===== config.mk =====
export PLATFORM = sky130hd
export DESIGN_NAME = delayed_event_slot_scheduler
export DESIGN_NICKNAME = d
export VERILOG_FILES = /design/src/hdl/dess_pkg.sv /design/src/hdl/dess_dp.sv /design/src/hdl/dess_ctrl.sv /design/src/hdl/delayed_event_slot_scheduler.sv
export VERILOG_INCLUDE_DIRS = /design/src /design/src/hdl
export SDC_FILE = /design/constraint.sdc
export NUM_CORES = 1
export LEC_CHECK = 0
export BUFFER_PORTS_ARGS = -buffer_cell sky130_fd_sc_hd__buf_4
export CAP_MARGIN = 20
export CORE_AREA = 2 2 150 152
export CTS_CLUSTER_SIZE = 40
export DETAILED_ROUTE_END_ITERATION = 7
export DIE_AREA = 0 0 152 154
export HOLD_SLACK_MARGIN = 0.1
export PLACE_DENSITY = 0.68
export RECOVER_POWER = 25
export SETUP_SLACK_MARGIN = 0.4
export SLEW_MARGIN = 20
export SYNTH_ARGS = -nofsm -noshare
export SYNTH_HDL_FRONTEND = slang
export SYNTH_SLANG_ARGS = --single-unit

===== constraint.sdc =====
create_clock -name clk -period 3.8 [get_ports clk]
set_input_delay 0.76 -clock clk [delete_from_list [all_inputs] [get_ports clk]]
set_output_delay 0.76 -clock clk [all_outputs]
set_load 0.02 [all_outputs]

===== src/hdl/delayed_event_slot_scheduler_assert.svh =====
// assertion macros shared by the scheduler modules
// each macro expects a signal named clk, and DESS_ASSERT also rst_n, in the module that uses it
`ifndef DELAYED_EVENT_SLOT_SCHEDULER_ASSERT_SVH
`define DELAYED_EVENT_SLOT_SCHEDULER_ASSERT_SVH

`ifndef SYNTHESIS

// checked at every rising edge outside reset
`define DESS_ASSERT(lbl, prop, msg) \
  lbl: assert property (@(posedge clk) disable iff (!rst_n) prop) else $error(msg);

// checked at every rising edge, reset included
`define DESS_ASSERT_ALWAYS(lbl, prop, msg) \
  lbl: assert property (@(posedge clk) prop) else $error(msg);

`else

`define DESS_ASSERT(lbl, prop, msg)
`define DESS_ASSERT_ALWAYS(lbl, prop, msg)

`endif

`endif


===== src/hdl/dess_pkg.sv =====
package dess_pkg;

  // command codes carried in func
  localparam logic [1:0] FUNC_CLEAR = 2'd0;
  localparam logic [1:0] FUNC_TICK  = 2'd1;
  localparam logic [1:0] FUNC_QUEUE = 2'd2;

  // stored volume that means leave the volume alone
  localparam logic signed [15:0] VOL_NONE = -16'sd1;

  // at most this many events fire on one tick
  localparam logic [2:0] MAX_FIRE  = 3'd4;
  localparam logic [2:0] LAST_FIRE = 3'd3;

  typedef struct packed {
    logic [1:0]         func;
    logic [15:0]        event_id;
    logic [15:0]        delay_ticks;
    logic signed [15:0] event_volume;
  } in_t;

  typedef struct packed {
    logic [15:0]        fired_id;
    logic signed [15:0] fired_volume;
    logic               apply_volume;
    logic [1:0]         slot_index;
    logic               last;
  } out_t;

  // controller to datapath
  typedef struct packed {
    logic clear;
    logic queue;
    logic tick_start;
    logic step;
  } cmd_t;

  // datapath to controller
  typedef struct packed {
    logic scan_last;
  } status_t;

endpackage


===== src/hdl/dess_dp.sv =====
`include "delayed_event_slot_scheduler_assert.svh"

module dess_dp #(
  parameter int NUM_SLOTS = 4
) (
  input  logic              clk,
  input  logic              rst_n,
  input  dess_pkg::cmd_t    cmd,
  input  dess_pkg::in_t     in_item,
  output dess_pkg::status_t status,
  output logic              out_valid,
  output dess_pkg::out_t    out_item
);

  localparam int IDX_W = (NUM_SLOTS > 1) ? $clog2(NUM_SLOTS) : 1;

  logic [15:0]        slot_id_r  [NUM_SLOTS];
  logic [15:0]        slot_id_nxt[NUM_SLOTS];
  logic signed [15:0] slot_vol_r  [NUM_SLOTS];
  logic signed [15:0] slot_vol_nxt[NUM_SLOTS];
  logic [15:0]        slot_cnt_r  [NUM_SLOTS];
  logic [15:0]        slot_cnt_nxt[NUM_SLOTS];

  logic [IDX_W-1:0] idx_r, idx_nxt;
  logic [2:0]       fire_cnt_r, fire_cnt_nxt;
  logic             out_valid_r, out_valid_nxt;
  dess_pkg::out_t   out_r, out_nxt;

  logic [NUM_SLOTS-1:0] due;
  logic                 later_due;
  logic                 free_found;
  logic [IDX_W-1:0]     free_idx;
  logic                 fire;

  // due slots and whether any lies above the scan position
  always_comb begin
    later_due = 1'b0;
    for (int i = 0; i < NUM_SLOTS; i++) begin
      due[i] = (slot_id_r[i] != 16'd0) && (slot_cnt_r[i] == 16'd0);
      if (due[i] && (IDX_W'(i) > idx_r)) begin
        later_due = 1'b1;
      end
    end
  end

  // lowest free slot
  always_comb begin
    free_found = 1'b0;
    free_idx   = '0;
    for (int i = 0; i < NUM_SLOTS; i++) begin
      if (!free_found && (slot_id_r[i] == 16'd0)) begin
        free_found = 1'b1;
        free_idx   = IDX_W'(i);
      end
    end
  end

  assign fire = cmd.step && due[idx_r] && (fire_cnt_r < dess_pkg::MAX_FIRE);

  always_comb begin
    for (int i = 0; i < NUM_SLOTS; i++) begin
      slot_id_nxt[i]  = slot_id_r[i];
      slot_vol_nxt[i] = slot_vol_r[i];
      slot_cnt_nxt[i] = slot_cnt_r[i];
    end
    idx_nxt       = idx_r;
    fire_cnt_nxt  = fire_cnt_r;
    out_valid_nxt = 1'b0;
    out_nxt       = out_r;

    if (cmd.clear) begin
      for (int i = 0; i < NUM_SLOTS; i++) begin
        slot_id_nxt[i] = 16'd0;
      end
    end

    if (cmd.queue && free_found) begin
      slot_id_nxt[free_idx]  = in_item.event_id;
      slot_vol_nxt[free_idx] = in_item.event_volume;
      slot_cnt_nxt[free_idx] = in_item.delay_ticks;
    end

    if (cmd.tick_start) begin
      idx_nxt      = '0;
      fire_cnt_nxt = '0;
    end

    if (cmd.step) begin
      idx_nxt = IDX_W'(idx_r + 1'b1);
      if (fire) begin
        out_valid_nxt        = 1'b1;
        out_nxt.fired_id     = slot_id_r[idx_r];
        out_nxt.fired_volume = slot_vol_r[idx_r];
        out_nxt.apply_volume = (slot_vol_r[idx_r] != dess_pkg::VOL_NONE);
        out_nxt.slot_index   = 2'(idx_r);
        out_nxt.last         = (fire_cnt_r == dess_pkg::LAST_FIRE) || !later_due;
        fire_cnt_nxt         = fire_cnt_r + 3'd1;
        slot_id_nxt[idx_r]   = 16'd0;
      end else if ((slot_id_r[idx_r] != 16'd0) && (slot_cnt_r[idx_r] != 16'd0)) begin
        slot_cnt_nxt[idx_r] = slot_cnt_r[idx_r] - 16'd1;
      end
    end
  end

  always_ff @(posedge clk) begin
    if (!rst_n) begin
      for (int i = 0; i < NUM_SLOTS; i++) begin
        slot_id_r[i] <= 16'd0;
      end
      idx_r       <= '0;
      fire_cnt_r  <= '0;
      out_valid_r <= 1'b0;
    end else begin
      for (int i = 0; i < NUM_SLOTS; i++) begin
        slot_id_r[i] <= slot_id_nxt[i];
      end
      idx_r       <= idx_nxt;
      fire_cnt_r  <= fire_cnt_nxt;
      out_valid_r <= out_valid_nxt;
    end
  end

  // payload, no reset
  always_ff @(posedge clk) begin
    for (int i = 0; i < NUM_SLOTS; i++) begin
      slot_vol_r[i] <= slot_vol_nxt[i];
      slot_cnt_r[i] <= slot_cnt_nxt[i];
    end
    out_r <= out_nxt;
  end

  assign status.scan_last = (idx_r == IDX_W'(NUM_SLOTS - 1));
  assign out_valid        = out_valid_r;
  assign out_item         = out_r;

  `DESS_ASSERT(a_fire_cap, fire_cnt_r <= dess_pkg::MAX_FIRE, "fire count above limit")
  `DESS_ASSERT(a_fired_occupied, out_valid_r |-> (out_r.fired_id != 16'd0), "free slot fired")
  `DESS_ASSERT(a_fire_frees_slot, fire |=> (slot_id_r[$past(idx_r)] == 16'd0), "slot kept")

endmodule


===== src/hdl/dess_ctrl.sv =====
`include "delayed_event_slot_scheduler_assert.svh"

module dess_ctrl (
  input  logic              clk,
  input  logic              rst_n,
  input  logic              start,
  input  logic [1:0]        func,
  input  dess_pkg::status_t status,
  output logic              busy,
  output dess_pkg::cmd_t    cmd
);

  typedef enum logic [1:0] {
    ST_IDLE = 2'b01,
    ST_SCAN = 2'b10
  } state_t;

  state_t state_r, state_nxt;
  logic   accept;

  assign accept = start && (state_r == ST_IDLE);

  always_comb begin
    state_nxt      = state_r;
    cmd.clear      = 1'b0;
    cmd.queue      = 1'b0;
    cmd.tick_start = 1'b0;
    cmd.step       = 1'b0;
    case (state_r)
      ST_IDLE: begin
        if (accept) begin
          case (func)
            dess_pkg::FUNC_CLEAR: cmd.clear = 1'b1;
            dess_pkg::FUNC_QUEUE: cmd.queue = 1'b1;
            dess_pkg::FUNC_TICK: begin
              cmd.tick_start = 1'b1;
              state_nxt      = ST_SCAN;
            end
            default: ;
          endcase
        end
      end
      ST_SCAN: begin
        cmd.step = 1'b1;
        if (status.scan_last) begin
          state_nxt = ST_IDLE;
        end
      end
      default: state_nxt = ST_IDLE;
    endcase
  end

  always_ff @(posedge clk) begin
    if (!rst_n) begin
      state_r <= ST_IDLE;
    end else begin
      state_r <= state_nxt;
    end
  end

  assign busy = (state_r != ST_IDLE);

  `DESS_ASSERT(a_tick_scans, (start && !busy && (func == dess_pkg::FUNC_TICK)) |=> busy, "no scan")
  `DESS_ASSERT(a_busy_no_write, busy |-> !(cmd.clear || cmd.queue), "slot write while scanning")
  `DESS_ASSERT_ALWAYS(a_reset_idle, !rst_n |=> !busy, "busy after reset")

endmodule


===== src/hdl/delayed_event_slot_scheduler.sv =====
// Delayed-event slot scheduler. A command beat is taken when start is high and busy is low.
// Clear and queue beats do not raise busy, so they can follow each other back to back. A
// tick beat raises busy while the datapath visits one slot per cycle from index 0 upward,
// either firing it (due and fewer than four fired so far), decrementing its counter, or
// leaving it alone. Each fired slot gives one result beat, shown on out_item for exactly one
// cycle with out_valid high, in the cycle after its slot is visited; last is set on the final
// beat of the tick. A tick with nothing due gives no beat at all. The receiver cannot stall:
// every beat must be taken in the cycle it appears. Results of a tick have all appeared by
// the first cycle in which busy is low again.
module delayed_event_slot_scheduler #(
  parameter int NUM_SLOTS = 4
) (
  input  logic           clk,
  input  logic           rst_n,
  // command channel
  input  logic           start,
  output logic           busy,
  input  dess_pkg::in_t  in_item,
  // result channel, one beat per fired event
  output logic           out_valid,
  output dess_pkg::out_t out_item
);

  dess_pkg::cmd_t    cmd;
  dess_pkg::status_t status;

  // sequencer: idle, or walking the slot table for a tick
  dess_ctrl u_ctrl (
    .clk    (clk),
    .rst_n  (rst_n),
    .start  (start),
    .func   (in_item.func),
    .status (status),
    .busy   (busy),
    .cmd    (cmd)
  );

  // slot table, scan pointer, fire counter and result register
  dess_dp #(
    .NUM_SLOTS (NUM_SLOTS)
  ) u_dp (
    .clk       (clk),
    .rst_n     (rst_n),
    .cmd       (cmd),
    .in_item   (in_item),
    .status    (status),
    .out_valid (out_valid),
    .out_item  (out_item)
  );

endmodule

==> summary.log, run 1 <==
INFO  status         status=complete, no violations
INFO  min_path       hold_depth=1
INFO  routing        route.antenna.remaining_nets=0
INFO  critical_path  timing.critical_path.fanout_max=17
INFO  pwr            power.sequential.fraction=0.485
INFO  timing         maxSlewViolCount=0
INFO  global_route   grt_pass1_vias=6715
INFO  layout         finalCoreUtilization=0.553
INFO  clocking       number_of_buffers_inserted_by_hold_repair_at_cts=0
INFO  routing        drc_errors=0
INFO  routing        routed_via_density=5.94
INFO  global_route   initial_antenna_violation_count=0
INFO  place          placement.cell_area=11300um2
INFO  pwr            max-vdd-ir-drop=0.359mV
INFO  timing         finalCriticalPeriod=3.36ns
INFO  pwr            internal_power=4.83mW
INFO  critical_path  timing.setup.critical_path_class=reg2reg
INFO  clocking       clk_root_buffer_cell=sky130_fd_sc_hd__clkbuf_16
INFO  clocking       cts.sink_count=238
INFO  pwr            power.switching_fraction=0.268
INFO  die            design.portCount=91
INFO  clocking       clk_pin_slew=0.06ns
INFO  critical_path  critical-path-max-stage-delay=0.87ns
INFO  pwr            power.density_cell_area=550nW/um2
INFO  min_path       path_class_of_the_lowest_slack_min_delay_path=in2reg
INFO  critical_path  critical_path_arrival=3.80ns
INFO  logic_synthesis synth_top_cell_by_area=sky130_fd_sc_hd__edfxtp_1
INFO  die            core=21700um2
INFO  critical_path  cpMaxStageDelayCell=sky130_fd_sc_hd__dfxtp_1
INFO  place          weighted_congestion_at_the_end_of_routability_driven_global_placement=0.861
INFO  layout         final_nets=906
INFO  logic_synthesis post_synth_most_frequent_cells=sky130_fd_sc_hd__dfxtp_1 (138), sky130_fd_sc_hd__mux2i_1 (128), sky130_fd_sc_hd__edfxtp_1 (100)
INFO  flow_run       max_cap_violations=0
INFO  clocking       source_to_sink_clock_delay_at_the_later_pin_of_the_worst_skew_pair=0.53ns
INFO  routing        wire_length_per_cell_after_detailed_routing=20.8um
INFO  global_route   globalRouteMet1Util=0.273
INFO  logic_synthesis synth.ff_latch_count=238
INFO  layout         regArea=5770um2
INFO  logic_synthesis synth_area_per_cell=13.7um2
INFO  die            fp-row-count=54
INFO  layout         area_of_the_multi_input_gates=4280um2
INFO  routing        finalWirelength=23.7mm
INFO  place          placement.io_buffers=90
INFO  logic_synthesis netlist_top_cells_area=sky130_fd_sc_hd__edfxtp_1 (29%), sky130_fd_sc_hd__dfxtp_1 (27%), sky130_fd_sc_hd__mux2i_1 (12%), sky130_fd_sc_hd__mux4_2 (10%), sky130_fd_sc_hd__a22oi_1 (4.7%)
INFO  logic_synthesis synth_enable_flop_cells=100
INFO  pwr            clock_power_share=0.361
INFO  timing         fin_crit_sh=0.884
INFO  logic_synthesis synth_sequential_area_ratio=0.561
INFO  global_route   total_routing_resource_utilization_after_global_routing=0.201
INFO  global_route   global_route_hottest_layer=met2
INFO  clocking       post_cts.repair.setup_buffers=0
INFO  global_route   grt_start_max_net_pins=65
INFO  critical_path  worst_ep_required_time=4.24ns
INFO  place          total_half_perimeter_wirelength_after_legalization_and_detailed_placement=16.0mm
INFO  critical_path  end_kind=flip-flop
INFO  global_route   first_pass_grt_wire_length=37.9mm
INFO  layout         flow.area_growth_from_synthesis=16.7%
INFO  logic_synthesis synthArstFlopShare=0
INFO  critical_path  timing.reg2reg.worst_path_depth=7
INFO  logic_synthesis ys_warn_count=0
INFO  die            initial_core_util=0.474
INFO  clocking       cts_tree=built
INFO  timing         tightestPinTransition=0.982ns
INFO  routing        drt_first_pass_iters=5
INFO  critical_path  worstSetupPathDepth=7
INFO  layout         num-fill-cells=1792
INFO  timing         max_clock_freq=298MHz
INFO  logic_synthesis synthDominantCellAreaShare=0.292
INFO  clocking       post_cts.resized_instances=0
INFO  clocking       number_of_levels_the_h_tree_was_split_into=1
INFO  logic_synthesis synthFlopType=sky130_fd_sc_hd__dfxtp_1
INFO  timing         finalClockSkew=0.0121ns
INFO  critical_path  crit_path_start_kind=flip-flop
INFO  clocking       tritoncts_buffers=25
INFO  layout         antennaDiodeCount=0
INFO  pwr            share_comb_of_total_power=0.154
INFO  critical_path  path_buf_inv=1
INFO  global_route   met2_usage=0.335
INFO  routing        first_iter_violations=531
INFO  die            die_w=152um
INFO  clocking       ctsLongestPathBuffers=3
INFO  timing         slew-limit-headroom=0.344
INFO  pwr            total_switching_power=1.77mW
INFO  die            die_area=23400um2
INFO  critical_path  cpLargestDelayFamily=simple AND/OR/NAND/NOR gates
INFO  logic_synthesis synth.cell_area=10300um2
INFO  timing         final-setup-viol-count=0
INFO  critical_path  crit_path_cell_trace=buf_12 > mux4_2 > nor4_1 > nand4_1 > o41a_4 > nand4_4 > mux2i_1
INFO  critical_path  r2r_setup_slack=0.44ns
INFO  timing         finalHoldViolCount=0
INFO  die            die_height=154um
INFO  routing        routed-via-count=6792
INFO  pwr            power_leakage=4.45nW
INFO  global_route   globalRouteOverflowTotal=0
INFO  logic_synthesis post_synth_num_cell_types=49
INFO  timing         tns=0ns
INFO  logic_synthesis postSynthNetCount=814
INFO  logic_synthesis post_synth_inst_count=752
INFO  layout         post-route-cell-area=12000um2
INFO  pwr            fin_total_pwr=6.60mW
INFO  global_route   grt_util_met3=0.0330
INFO  timing         unrepaired_setup_endpoints_after_global_routing=false
INFO  logic_synthesis synthMostInstantiatedCell=sky130_fd_sc_hd__dfxtp_1
INFO  layout         post_route_cells_drive_above_1_share=0.212
## through the flow
step	std cells	setup slack (ns)	hold slack, ns
4_1_cts	1143	0.562	0.412
3_5_place_dp	1097	0.569	0.511
5_1_grt	1143	0.275	0.485
2_1_floorplan	752	0.832	0.483
3_3_place_gp	1097	0.626	0.503
6_report	1143	0.442	0.487
## power by group through the flow
stage	Sequential [mW]	Combinational (mW)	Clock, mW
after floorplan	3.14	0.761	0
after global placement	3.25	0.996	0
after CTS	3.19	1.02	2.42
after global routing	3.23	1.12	2.52
after detailed placement	3.24	1.02	0
final	3.20	1.02	2.38
## routing by layer
| layer | vias up | routed length, um |
|---|---|---|
| met4 | 0 | 536 |
| li1 | 3125 | - |
| met5 | - | 0 |
| met3 | 44 | 1500 |
| met1 | 3379 | 10300 |
| met2 | 244 | 11400 |
## layout by cell type (no fill, tap or decap), types with 3 or more instances in the layout
| cell type | Yosys | layout |
|---|---|---|
| sky130_fd_sc_hd__clkinv_2 | 0 | 4 |
| sky130_fd_sc_hd__clkinv_1 | 0 | 3 |
| sky130_fd_sc_hd__clkbuf_1 | 28 | 29 |
| sky130_fd_sc_hd__nand2_1 | 11 | 11 |
| sky130_fd_sc_hd__xnor2_1 | 8 | 8 |
| sky130_fd_sc_hd__or4_1 | 3 | 3 |
| sky130_fd_sc_hd__nand4_4 | 4 | 4 |
| sky130_fd_sc_hd__mux4_2 | 46 | 46 |
| sky130_fd_sc_hd__a22oi_1 | 64 | 64 |
| sky130_fd_sc_hd__xor2_1 | 6 | 6 |
| sky130_fd_sc_hd__dfxtp_1 | 138 | 137 |
| sky130_fd_sc_hd__inv_1 | 12 | 12 |
| sky130_fd_sc_hd__nand4_1 | 10 | 10 |
| sky130_fd_sc_hd__edfxtp_1 | 100 | 100 |
| sky130_fd_sc_hd__o21ai_0 | 3 | 3 |
| sky130_fd_sc_hd__mux2i_1 | 128 | 128 |
| sky130_fd_sc_hd__nor4_1 | 38 | 38 |
| sky130_fd_sc_hd__ha_1 | 9 | 9 |
| sky130_fd_sc_hd__nor3_1 | 7 | 7 |
| sky130_fd_sc_hd__nor2b_1 | 4 | 3 |
| sky130_fd_sc_hd__nand2b_1 | 3 | 3 |
| sky130_fd_sc_hd__clkbuf_8 | 0 | 4 |
| sky130_fd_sc_hd__o21ai_1 | 4 | 4 |
| sky130_fd_sc_hd__nand3_1 | 5 | 5 |
| sky130_fd_sc_hd__buf_4 | 1 | 82 |
| sky130_fd_sc_hd__nor2_1 | 76 | 74 |
| sky130_fd_sc_hd__clkbuf_16 | 0 | 26 |
## logic make-up (layout without fill, tap and decap cells)
logic type               Yosys count  in the layout  synth area share
AO/OA/AOI/OAI                     80             80            0.0584
XOR/XNOR                          14             14            0.0119
adder cells (fa/ha/maj)            9              9            0.0110
buffers and inverters             53            164            0.0275
flip-flops                       238            238             0.561
multiplexers                     176            176             0.230
AND/OR/NAND/NOR                  182            182             0.100
## area by class of cell
cell class,instances,share of cell area
Sequential cell,238,0.481
Multi-Input combinational cell,461,0.357
Timing Repair Buffer,106,0.0615
Clock buffer,37,0.0610
Tap cell,280,0.0292
Clock inverter,9,0.00678
Inverter,12,0.00375
## state kept, by name, summed over array words and instances, names as in the netlist, named ones only
signal / count
u_dp.out_item: 36
u_dp.slot_id_r: 64
u_dp.fire_cnt_r: 3
u_ctrl.state_r: 2
u_dp.out_valid: 1
u_dp.idx_r: 2
u_dp.slot_cnt_r: 64
u_dp.slot_vol_r: 64
## path summary, 6_finish.rpt
kind	startpoint	to
hold reg to reg	u_dp.slot_id_r[3][8]	u_dp.slot_id_r[3][8]
setup reg to reg	flip-flop	u_dp.slot_cnt_r[3][3]
setup / recovery	flip-flop	u_dp.slot_cnt_r[3][3]
hold / removal	in_item[12]	u_dp.slot_vol_r[3][12]
## worst register-to-register path, delay by kind of cell (launching register included)
family | cells | cell delay (ns)
simple gates | 3 | 1.09
flops | 1 | 0.87
mux | 2 | 0.80
buf+inv | 1 | 0.27
compound gates | 1 | 0.25
Note: power is estimated with default switching activity, not from simulation.
==> run 2, diff against run 1 <==
--- a/config.mk
+++ b/config.mk
@@ -6,12 +6,13 @@
 export SDC_FILE = /design/constraint.sdc
 export NUM_CORES = 1
 export LEC_CHECK = 0
+export ABC_AREA = 1
 export BUFFER_PORTS_ARGS = -buffer_cell sky130_fd_sc_hd__buf_4
 export CAP_MARGIN = 20
-export CORE_AREA = 2 2 150 152
+export CORE_AREA = 2 2 160 162
 export CTS_CLUSTER_SIZE = 40
 export DETAILED_ROUTE_END_ITERATION = 7
-export DIE_AREA = 0 0 152 154
+export DIE_AREA = 0 0 162 164
 export HOLD_SLACK_MARGIN = 0.1
 export PLACE_DENSITY = 0.68
 export RECOVER_POWER = 25
@@ -19,4 +20,5 @@
 export SLEW_MARGIN = 20
 export SYNTH_ARGS = -nofsm -noshare
 export SYNTH_HDL_FRONTEND = slang
+export SYNTH_HIERARCHICAL = 1
 export SYNTH_SLANG_ARGS = --single-unit
==> summary.log, run 2 <==
INFO  critical_path  cp_common_cell=sky130_fd_sc_hd__nand2_1
INFO  global_route   initial_antenna_violation_count=0 [unchanged]
INFO  routing        first_iter_violations=1141 [+110%]
INFO  die            die_height=164um [+6.5%]
INFO  layout         biggestRegsByFlops=u_dp/slot_cnt_r (64), u_dp/slot_id_r (64), u_dp/slot_vol_r (64)
INFO  logic_synthesis ys_warn_count=6 [+6]
INFO  die            die_w=162um [+6.6%]
INFO  routing        drt_first_pass_iters=5 [unchanged]
INFO  min_path       path_class_of_the_lowest_slack_min_delay_path=in2reg
INFO  clocking       number_of_buffers_inserted_by_hold_repair_at_cts=0 [unchanged]
INFO  flow_run       max_cap_violations=0 [unchanged]
INFO  routing        routed_via_density=5.46 [-8.1%]
INFO  logic_synthesis synthArstFlopShare=0 [unchanged]
INFO  logic_synthesis netlist_top_cells_area=sky130_fd_sc_hd__edfxtp_1 (26%), sky130_fd_sc_hd__dfxtp_1 (24%), sky130_fd_sc_hd__nand2_1 (18%), sky130_fd_sc_hd__o21ai_0 (7.1%), sky130_fd_sc_hd__nor2_1 (6.2%)
INFO  logic_synthesis synth.ff_latch_count=238 [unchanged]
INFO  timing         maxSlewViolCount=0 [unchanged]
INFO  pwr            max-vdd-ir-drop=0.301mV [-16%]
INFO  die            initial_core_util=0.471 [-0.00319]
INFO  clocking       cts_tree=built
INFO  global_route   grt_pass1_vias=9976 [+49%]
INFO  clocking       clk_root_buffer_cell=sky130_fd_sc_hd__clkbuf_16
INFO  global_route   first_pass_grt_wire_length=52.1mm [+37%]
INFO  global_route   grt_start_max_net_pins=59 [-9.2%]
INFO  pwr            power_leakage=6.12nW [+38%]
INFO  logic_synthesis synth_sequential_area_ratio=0.493 [-0.0674]
INFO  die            die_area=26600um2 [+13%]
INFO  routing        drc_errors=0 [unchanged]
INFO  critical_path  cpMaxStageDelayCell=sky130_fd_sc_hd__inv_1
INFO  clocking       post_cts.repair.setup_buffers=0 [unchanged]
INFO  logic_synthesis synthMostInstantiatedCell=sky130_fd_sc_hd__nand2_1
INFO  timing         slew-limit-headroom=0.365 [+0.0214]
INFO  die            core=24800um2 [+14%]
INFO  logic_synthesis post_synth_num_cell_types=35 [-29%]
INFO  layout         num-fill-cells=2401 [+34%]
INFO  critical_path  crit_path_cell_trace=inv_1 > buf_4 > nand3_1 > nand2_1 > nand2_1 > nor2_1 > nand2_1 > nor2_4 > nor2_8 > nand3_2 > nand2_1 > nand2_1
INFO  layout         finalCoreUtilization=0.539 [-0.0144]
INFO  logic_synthesis synth_top_cell_by_area=sky130_fd_sc_hd__edfxtp_1
INFO  clocking       source_to_sink_clock_delay_at_the_later_pin_of_the_worst_skew_pair=0.54ns [about the same]
INFO  min_path       worstHoldStart=rst_n
INFO  critical_path  critical-path-max-stage-delay=0.64ns [-0.23 ns]
INFO  critical_path  timing.setup.critical_path_class=reg2reg
INFO  logic_synthesis postSynthNetCount=1639 [+100%]
INFO  timing         tns=0ns [unchanged]
INFO  routing        wire_length_per_cell_after_detailed_routing=16.7um [-20%]
INFO  clocking       ctsLongestPathBuffers=3 [unchanged]
INFO  layout         flow.area_growth_from_synthesis=14.4%
INFO  logic_synthesis post_synth_inst_count=1577 [+110%]
INFO  pwr            fin_total_pwr=8.23mW [+25%]
INFO  layout         layout_common_cells=sky130_fd_sc_hd__nand2_1 (564), sky130_fd_sc_hd__nor2_1 (193), sky130_fd_sc_hd__o21ai_0 (167)
INFO  critical_path  critical_path_arrival=3.58ns [-0.22 ns]
INFO  die            fp-row-count=58 [+7.4%]
INFO  die            design.portCount=91 [unchanged]
INFO  logic_synthesis synthDominantCellAreaShare=0.257 [-0.0351]
INFO  layout         most_frequent_standard_cell_in_the_layout_excluding_fill_and_tap_cells=sky130_fd_sc_hd__nand2_1
INFO  routing        route.antenna.remaining_nets=0 [unchanged]
INFO  logic_synthesis post_synth_most_frequent_cells=sky130_fd_sc_hd__nand2_1 (566), sky130_fd_sc_hd__nor2_1 (194), sky130_fd_sc_hd__o21ai_0 (166)
INFO  logic_synthesis synth_enable_flop_cells=100 [unchanged]
INFO  routing        finalWirelength=33.1mm [+39%]
INFO  logic_synthesis synth.cell_area=11700um2 [+14%]
INFO  timing         fin_crit_sh=0.816 [-0.0678]
INFO  timing         tightestPinTransition=0.949ns [-0.0328 ns]
INFO  logic_synthesis synth_area_per_cell=7.41um2 [-46%]
INFO  layout         post_route_cells_drive_above_1_share=0.101 [-0.111]
INFO  logic_synthesis synthFlopType=sky130_fd_sc_hd__dfxtp_1
INFO  status         status=complete, no violations
INFO  place          total_half_perimeter_wirelength_after_legalization_and_detailed_placement=21.3mm [+33%]
INFO  pwr            power.density_cell_area=616nW/um2 [+12%]
INFO  place          placement.io_buffers=90 [unchanged]
INFO  clocking       post_cts.resized_instances=0 [unchanged]
INFO  critical_path  timing.critical_path.fanout_max=26 [+9]
INFO  layout         antennaDiodeCount=0 [unchanged]
INFO  clocking       cts.sink_count=238 [unchanged]
INFO  place          weighted_congestion_at_the_end_of_routability_driven_global_placement=0.906 [+5.2%]
INFO  timing         finalCriticalPeriod=3.10ns [-0.258 ns]
INFO  global_route   globalRouteOverflowTotal=0 [unchanged]
INFO  timing         finalClockSkew=0.00999ns [-0.00208 ns]
INFO  critical_path  end_kind=flip-flop
INFO  timing         unrepaired_setup_endpoints_after_global_routing=false
INFO  layout         final_nets=1694 [+87%]
INFO  timing         max_clock_freq=323MHz [+8.3%]
INFO  global_route   total_routing_resource_utilization_after_global_routing=0.247 [+0.0457]
INFO  clocking       number_of_levels_the_h_tree_was_split_into=1 [unchanged]
INFO  timing         finalHoldViolCount=0 [unchanged]
INFO  routing        routed-via-count=10.8k [+59%]
INFO  critical_path  worst_ep_required_time=4.28ns [+0.04 ns]
INFO  critical_path  crit_path_start_kind=flip-flop
INFO  clocking       tritoncts_buffers=26 [+4.0%]
INFO  clocking       clk_pin_slew=0.06ns [about the same]
INFO  timing         final-setup-viol-count=0 [unchanged]
## run 2: cell types whose count changed after synthesis, moves of 38 or more
cell / delta
sky130_fd_sc_hd__a22oi_1: -64
sky130_fd_sc_hd__inv_1: +77
sky130_fd_sc_hd__mux2i_1: -128
sky130_fd_sc_hd__mux4_2: -46
sky130_fd_sc_hd__nand2_1: +555
sky130_fd_sc_hd__nand3_1: +100
sky130_fd_sc_hd__nand4_1: +53
sky130_fd_sc_hd__nor2_1: +118
sky130_fd_sc_hd__nor4_1: -38
sky130_fd_sc_hd__o21ai_0: +163
## run 2: final cells by class
cell class                 count  area (um2)  area share
inverter                      96         360      0.0269
tap                          330         413      0.0309
multi-input combinational   1155        5140       0.385
timing repair buffer         115         825      0.0617
clock inverter                15         145      0.0109
sequential                   238        5770       0.431
clock buffer                  33         717      0.0536
## run 2: cells by family (layout without fill, tap and decap cells)
family,Yosys count,after routing,synth area share
xor gates and xnor gates,4,4,0.00300
and+or+nand+nor,951,951,0.340
buffers and inverters,184,259,0.0683
adders and majority gates,9,9,0.00963
DFF,238,238,0.493
AOI/OAI and AO/OA,191,191,0.0854
## run 2: final timing paths
kind                                                to  slack [ns]  cells after the start
worst max-delay path            u_dp/slot_cnt_r[3][12]        0.70                     12
worst min-delay path                 u_ctrl/state_r[0]        0.48                      2
worst max register to register  u_dp/slot_cnt_r[3][12]        0.70                     12
worst min register to register      u_dp/fire_cnt_r[1]        0.48                      2
## run 2: layer usage
metal | wire length (um) | GRT usage
met2 | 15000 | 0.393
met4 | 980 | 0.0905
met3 | 2800 | 0.0369
met5 | 0 | 0
met1 | 14300 | 0.342
## run 2: where the power goes
group	internal, mW	switching [mW]	total (mW)
clock network	1.47	1.04	2.52
registers	3.12	0.352	3.47
logic	0.739	1.50	2.24
## run 2: through the flow
step / hold WS (ns) / setup WS [ns] / cells / instance area (um2)
3_3_place_gp: 0.463 / 0.838 / 1934 / 12600
4_1_cts: 0.410 / 0.803 / 1982 / 13400
2_1_floorplan: 0.453 / 1.36 / 1577 / 11700
5_1_grt: 0.482 / 0.474 / 1982 / 13400
6_report: 0.477 / 0.700 / 1982 / 13400
3_5_place_dp: 0.474 / 0.801 / 1934 / 12600
## run 2: critical path: cells and delay by family, from the launching register on
family | cells | cell delay (ns)
AND/OR/NAND/NOR | 10 | 1.61
flip-flops | 1 | 0.31
buffers and inverters | 2 | 1.10
